### config.mk
export PLATFORM = sky130hd
export DESIGN_NAME = mir_div
export DESIGN_NICKNAME = d
export VERILOG_FILES = /design/src/sv/mir_pkg.sv /design/src/sv/mir_div.sv
export SDC_FILE = /design/constraint.sdc
export NUM_CORES = 1
export LEC_CHECK = 0
export BUFFER_PORTS_ARGS = -buffer_cell sky130_fd_sc_hd__buf_2
export CAP_MARGIN = 20
export CORE_UTILIZATION = 44
export CTS_BUF_LIST = sky130_fd_sc_hd__clkbuf_16
export CTS_CLUSTER_DIAMETER = 150
export DETAILED_ROUTE_END_ITERATION = 12
export PLACE_DENSITY = 0.66
export REMOVE_ABC_BUFFERS = 1
export SLEW_MARGIN = 20
export SYNTH_ARGS = -nofsm -noshare
export SYNTH_HDL_FRONTEND = slang
export SYNTH_SLANG_ARGS = --single-unit
### constraint.sdc
create_clock -name i_clk -period 2.8 [get_ports i_clk]
set_input_delay 0.14 -clock i_clk [delete_from_list [all_inputs] [get_ports i_clk]]
set_output_delay 0.14 -clock i_clk [all_outputs]
set_load 0.02 [all_outputs]
### src/sv/mir_pkg.sv
`timescale 1ns / 1ps
`default_nettype none

package mir_pkg;

    localparam int unsigned XLEN    = 32;
    localparam int unsigned NREG    = 32;
    localparam int unsigned RIDX_W  = $clog2(NREG);
    localparam int unsigned MAX_REC = 4;

    localparam logic [XLEN-1:0] RESET_PC  = 32'hbfc0_0000;
    localparam logic [XLEN-1:0] VEC_BEV0  = 32'hbfc0_0180;
    localparam logic [XLEN-1:0] VEC_BEV1  = 32'h8000_0080;
    localparam logic [XLEN-1:0] MFC0_MARK = 32'h0020_0000;
    localparam logic [RIDX_W-1:0] REG_LINK   = 5'd31;
    localparam logic [RIDX_W-1:0] COP0_SR    = 5'd12;
    localparam logic [RIDX_W-1:0] COP0_MF    = 5'd0;
    localparam logic [RIDX_W-1:0] COP0_MT    = 5'd4;
    localparam int unsigned SR_BEV = 22;

    // Record kinds.
    localparam logic [1:0] K_REG   = 2'd0;
    localparam logic [1:0] K_HILO  = 2'd1;
    localparam logic [1:0] K_MEM   = 2'd2;
    localparam logic [1:0] K_FETCH = 2'd3;

    // Primary opcodes.
    localparam logic [5:0] OP_SPECIAL = 6'h00;
    localparam logic [5:0] OP_REGIMM  = 6'h01;
    localparam logic [5:0] OP_J       = 6'h02;
    localparam logic [5:0] OP_JAL     = 6'h03;
    localparam logic [5:0] OP_BEQ     = 6'h04;
    localparam logic [5:0] OP_BNE     = 6'h05;
    localparam logic [5:0] OP_BLEZ    = 6'h06;
    localparam logic [5:0] OP_BGTZ    = 6'h07;
    localparam logic [5:0] OP_ADDI    = 6'h08;
    localparam logic [5:0] OP_ADDIU   = 6'h09;
    localparam logic [5:0] OP_SLTI    = 6'h0a;
    localparam logic [5:0] OP_SLTIU   = 6'h0b;
    localparam logic [5:0] OP_ANDI    = 6'h0c;
    localparam logic [5:0] OP_ORI     = 6'h0d;
    localparam logic [5:0] OP_XORI    = 6'h0e;
    localparam logic [5:0] OP_LUI     = 6'h0f;
    localparam logic [5:0] OP_COP0    = 6'h10;
    localparam logic [5:0] OP_BEQL    = 6'h14;
    localparam logic [5:0] OP_BNEL    = 6'h15;
    localparam logic [5:0] OP_BLEZL   = 6'h16;
    localparam logic [5:0] OP_BGTZL   = 6'h17;
    localparam logic [5:0] OP_LB      = 6'h20;
    localparam logic [5:0] OP_LH      = 6'h21;
    localparam logic [5:0] OP_LWL     = 6'h22;
    localparam logic [5:0] OP_LW      = 6'h23;
    localparam logic [5:0] OP_LBU     = 6'h24;
    localparam logic [5:0] OP_LHU     = 6'h25;
    localparam logic [5:0] OP_SB      = 6'h28;
    localparam logic [5:0] OP_SH      = 6'h29;
    localparam logic [5:0] OP_SWL     = 6'h2a;
    localparam logic [5:0] OP_SW      = 6'h2b;
    localparam logic [5:0] OP_LL      = 6'h30;
    localparam logic [5:0] OP_SC      = 6'h38;

    // SPECIAL function codes.
    localparam logic [5:0] FN_SLL     = 6'h00;
    localparam logic [5:0] FN_SRL     = 6'h02;
    localparam logic [5:0] FN_SRA     = 6'h03;
    localparam logic [5:0] FN_SLLV    = 6'h04;
    localparam logic [5:0] FN_SRLV    = 6'h06;
    localparam logic [5:0] FN_SRAV    = 6'h07;
    localparam logic [5:0] FN_JR      = 6'h08;
    localparam logic [5:0] FN_JALR    = 6'h09;
    localparam logic [5:0] FN_MOVZ    = 6'h0a;
    localparam logic [5:0] FN_MOVN    = 6'h0b;
    localparam logic [5:0] FN_SYSCALL = 6'h0c;
    localparam logic [5:0] FN_BREAK   = 6'h0d;
    localparam logic [5:0] FN_MFHI    = 6'h10;
    localparam logic [5:0] FN_MTHI    = 6'h11;
    localparam logic [5:0] FN_MFLO    = 6'h12;
    localparam logic [5:0] FN_MTLO    = 6'h13;
    localparam logic [5:0] FN_MULT    = 6'h18;
    localparam logic [5:0] FN_MULTU   = 6'h19;
    localparam logic [5:0] FN_DIV     = 6'h1a;
    localparam logic [5:0] FN_DIVU    = 6'h1b;
    localparam logic [5:0] FN_ADD     = 6'h20;
    localparam logic [5:0] FN_ADDU    = 6'h21;
    localparam logic [5:0] FN_SUB     = 6'h22;
    localparam logic [5:0] FN_SUBU    = 6'h23;
    localparam logic [5:0] FN_AND     = 6'h24;
    localparam logic [5:0] FN_OR      = 6'h25;
    localparam logic [5:0] FN_XOR     = 6'h26;
    localparam logic [5:0] FN_NOR     = 6'h27;
    localparam logic [5:0] FN_SLT     = 6'h2a;
    localparam logic [5:0] FN_SLTU    = 6'h2b;
    localparam logic [5:0] FN_DADDU   = 6'h2d;

    typedef enum logic [2:0] {
        ST_IDLE,
        ST_EXEC,
        ST_MUL,
        ST_DIV,
        ST_EMIT
    } t_state;

    typedef struct packed {
        logic [1:0]        kind;
        logic [RIDX_W-1:0] idx;
        logic              rd;
        logic [2:0]        bytes;
        logic [XLEN-1:0]   addr;
        logic [XLEN-1:0]   val;
    } t_rec;

    function automatic t_rec mk_rec(input logic [1:0] kind, input logic [RIDX_W-1:0] idx,
                                    input logic rd, input logic [2:0] bytes,
                                    input logic [XLEN-1:0] addr,
                                    input logic [XLEN-1:0] val);
        t_rec r;
        r.kind  = kind;
        r.idx   = idx;
        r.rd    = rd;
        r.bytes = bytes;
        r.addr  = addr;
        r.val   = val;
        return r;
    endfunction

endpackage

`default_nettype wire

### src/sv/mir_div.sv
`timescale 1ns / 1ps
`default_nettype none

// Restoring divider, one quotient bit per cycle, with sign and divide-by-zero fixup.
module mir_div (
    input  wire logic                      i_clk,
    input  wire logic                      i_rst_n,
    input  wire logic                      i_start,
    input  wire logic                      i_signed,
    input  wire logic [mir_pkg::XLEN-1:0]  i_a,
    input  wire logic [mir_pkg::XLEN-1:0]  i_b,
    output logic                           o_done,
    output logic [mir_pkg::XLEN-1:0]       o_quo,
    output logic [mir_pkg::XLEN-1:0]       o_rem
);

    localparam int unsigned W   = mir_pkg::XLEN;
    localparam int unsigned CNT = $clog2(W);

    logic           r_busy;
    logic           r_fin;
    logic [CNT-1:0] r_cnt;
    logic [W:0]     r_rem;
    logic [W-1:0]   r_quo;
    logic [W-1:0]   r_mb;
    logic [W-1:0]   r_a;
    logic           r_negq;
    logic           r_negr;
    logic           r_zero;

    logic [W:0]     n_trial;
    logic [W:0]     n_diff;
    logic [W-1:0]   n_ma;
    logic [W-1:0]   n_mb;

    always_comb begin
        n_trial = {r_rem[W-1:0], r_quo[W-1]};
        n_diff  = n_trial - {1'b0, r_mb};
        n_ma    = (i_signed && i_a[W-1]) ? (~i_a + 1'b1) : i_a;
        n_mb    = (i_signed && i_b[W-1]) ? (~i_b + 1'b1) : i_b;
    end

    always_ff @(posedge i_clk) begin
        if (!i_rst_n) begin
            r_busy <= 1'b0;
            r_fin  <= 1'b0;
            r_cnt  <= '0;
        end else begin
            r_fin <= 1'b0;
            if (i_start) begin
                r_busy <= 1'b1;
                r_cnt  <= '0;
            end else if (r_busy) begin
                r_cnt <= r_cnt + 1'b1;
                if (r_cnt == CNT'(W - 1)) begin
                    r_busy <= 1'b0;
                    r_fin  <= 1'b1;
                end
            end
        end
    end

    always_ff @(posedge i_clk) begin
        if (i_start) begin
            r_rem  <= '0;
            r_quo  <= n_ma;
            r_mb   <= n_mb;
            r_a    <= i_a;
            r_negq <= i_signed && (i_a[W-1] ^ i_b[W-1]);
            r_negr <= i_signed && i_a[W-1];
            r_zero <= (i_b == '0);
        end else if (r_busy) begin
            if (!n_diff[W]) begin
                r_rem <= n_diff;
                r_quo <= {r_quo[W-2:0], 1'b1};
            end else begin
                r_rem <= n_trial;
                r_quo <= {r_quo[W-2:0], 1'b0};
            end
        end
    end

    assign o_done = r_fin;
    assign o_quo  = r_zero ? '1 : (r_negq ? (~r_quo + 1'b1) : r_quo);
    assign o_rem  = r_zero ? r_a : (r_negr ? (~r_rem[W-1:0] + 1'b1) : r_rem[W-1:0]);

endmodule

`default_nettype wire

==> results.toml <==
[global_route]
antenna_found_initial = 0
grt_pass1_wl_microns = 44800
grt_pass1_vias = 8910
grt_usage_pct = 25.4
grt_start_max_net_pins = 119
grt.overflow.total = 0

[pwr]
leakage_nw = 5.59
swShare_pct = 33.0
clkPwrFrac_pct = 32.3
p_total_w = 0.00741
seq_power_share_pct = 34.2
power_density_nw_per_um2 = 548
vdd_drop_max_mv = 0.411
p_sw_w = 0.00244
combPwrFrac_pct = 33.5
internal_power_w = 0.00497

[cts]
clock_path_buffers = 2
clk_pin_slew_ns = 0.06
cts_tree = "built"
cts_buffers = 17
clkLatencyLatePin_ns = 0.43
cts_root_buf = "clkbuf_16"
clock-sinks = 138
cts_htree_levels = 4

[sta]
max_freq_ghz = 0.290
period_share_pct = 123
worst_pin_slew_ns = 0.853
slew_viol_final = 0
hold_violations = 0
setup_viol = 22
grt_setup_unrepaired = "yes"
clock_skew_ns = 0.00906
finalCriticalPeriod_ns = 3.45
fin_ws_ns = -0.652
slew_headroom_pct = 43.1

[detailed_routing]
routedWlPerCell_microns = 17.4
drt_iter0_markers = 573
wl_microns = 29400
drt_pass1_iterations = 5
vias = 9491
drc_errors = 0
ant_nets = 0
vias_per_cell = 5.61

[yosys]
ys_types = 64
synth-edff-count = 99
netlist_area_sq_um = 9770
yosys_warnings = 0
synth_flop_cell = "edfxtp_1"
async_flop_share_pct = 0
syn_inst = 1108
ys_seq_elements = 138
ys_seq_area_share_pct = 38.4
syn_avg_cell_area_sq_um = 8.82

[floorplan]
die_h_microns = 151
coreArea_sq_um = 21800
initial_utilization_pct = 44.8
boundaryPins = 133
dieArea_sq_um = 22800
die-width_microns = 151
row_count = 54

[critical_path]
cp.required_ns = 2.66
critical_path_arrival_ns = 3.31
reg2reg_slack_ns = -0.02
worst-setup-path-type = "reg2out"
start_kind = "register"
r2r-start = "r_rem[6]"
timing.rr.end = "r_rem[31]"
critPathCaptureType = "output pin"
critPathMaxFanout = 3
reg2reg_depth = 13

[layout]
drive_above_1_share_pct = 29.8
final_common_cell = "buf_4"
area_growth_pct = 38.3
layout_common_cells = "148 x buf_4, 122 x nand2_1, 110 x buf_2"
n_antenna_cell = 0
final_cell_area_sq_um = 13500
instances_no_fill = 1691
num-nets-final = 1505
fillers = 1758

[run_status]
status = "finished with violations"
violations = "negative setup slack"

[place]
dp.cells = 1596
dp_hpwl_microns = 20400
place_ws_ns = -0.249
placed_cell_area_sq_um = 11600
io_buffers = 132
place.gp.congestion = 0.899

[worst_hold_path]
holdPathStages = 2
hold_class = "in2reg"
holdPathEnd = "r_mb[23]"
hp-start = "i_b[23]"

[job]
drv_cap = 0
metal layers:
metal	track usage (%)	part of all wire, %	vias to the layer above
li1	-	-	4583
met1	31.8	42	4508
met2	44.2	50	336
met3	4.01	6.0	64
met4	8.50	2.5	0
met5	0	0	-
per-stage QoR:
step | util (%) | hold WS [ns] | TNS (ns)
floorplan | - | 0.212 | -31.62
global placement | 53.0 | 0.362 | -4.83
detailed placement | 53.0 | 0.360 | -8.11
CTS | 59.7 | 0.0230 | -6.25
global route | 61.9 | 0.0269 | -10.50
finish | 61.9 | 0.0344 | -6.31
cells in the mapped netlist, drive strengths merged, types with 8 or more instances:
cell	instances	area, sq um
a211oi	27	203
ha	38	475
or3	8	55.1
o21ai	97	485
dfxtp	39	781
nor2	107	402
nand2b	8	50.1
o31ai	27	221
or4	12	101
nand2	127	477
xnor2	56	490
inv	58	218
nand3	19	95.1
a31oi	8	50.1
clkbuf	39	146
nand4	8	56.3
xor2	88	778
and3	14	88.8
a21o	8	60.1
a21oi	81	405
edfxtp	99	2970
nor2b	9	56.3
mux2i	31	310
o41ai	16	148
nor3	13	65.1
nor4	14	124
worst max-delay path by stage:
stage | slack, ns | endpoint | start
2_1_floorplan | -1.10 | r_rem[0] | r_quo[31]
6_report | -0.65 | o_quo[27] | r_quo[0]
3_3_place_gp | -0.21 | o_quo[28] | r_quo[0]
4_1_cts | -0.66 | o_quo[29] | r_quo[2]
5_1_grt | -0.76 | o_quo[27] | r_quo[5]
3_5_place_dp | -0.25 | r_rem[12] | r_quo[31]
cells by family (layout without fill, tap and decap cells):
| group | after synthesis | count (layout) | share of synthesized area, % |
|---|---|---|---|
| flops | 138 | 138 | 38.4 |
| fa+ha+maj | 39 | 39 | 5.07 |
| buf+inv | 104 | 407 | 4.12 |
| simple gates | 352 | 352 | 17.0 |
| mux | 34 | 34 | 3.52 |
| xor+xnor | 144 | 144 | 13.0 |
| compound gates | 297 | 297 | 18.9 |
power groups by stage:
stage / Sequential (W) / Clock, W / Combinational (W)
3_3_place_gp: 0.00256 / 0 / 0.00205
5_1_grt: 0.00256 / 0.00248 / 0.00268
6_report: 0.00254 / 0.00239 / 0.00248
3_5_place_dp: 0.00256 / 0 / 0.00206
2_1_floorplan: 0.00260 / 0 / 0.00121
4_1_cts: 0.00253 / 0.00240 / 0.00228
repair_timing:
item                                    4_1_cts  5_1_grt
setup buffers                                13       15
hold buffers                                 34        0
gates resized for setup                      95       77
hold endpoints to repair                     35        0
pin swaps                                    36       60
gates cloned                                  1        1
endpoints found under the setup margin       62       71
worst max-delay path: stages (launching register included):
cell	delay [ns]
edfxtp_1	0.45
buf_4	0.18
nor2_1	0.24
nand4_2	0.16
or3_4	0.37
or3_4	0.34
or4_4	0.47
buf_4	0.17
o21ai_4	0.12
xor2_1	0.16
nand2_1	0.08
buf_6	0.15
sequential cells by signal (all words and copies together), names as in the netlist:
name	cells
o_done	1
r_a	32
r_busy	1
r_cnt	5
r_mb	32
r_negq	1
r_negr	1
r_quo	32
r_rem	32
r_zero	1
cell type report:
| class | instances | area, sq um | area share (%) |
|---|---|---|---|
| clock buffer | 17 | 425 | 3.15 |
| clock inverter | 15 | 181 | 1.34 |
| inverter | 58 | 218 | 1.61 |
| multi-input combinational | 866 | 6250 | 46.2 |
| sequential | 138 | 3760 | 27.8 |
| tap | 280 | 350 | 2.59 |
| timing repair buffer | 317 | 2340 | 17.3 |
Note: power is estimated with default switching activity, not from simulation.
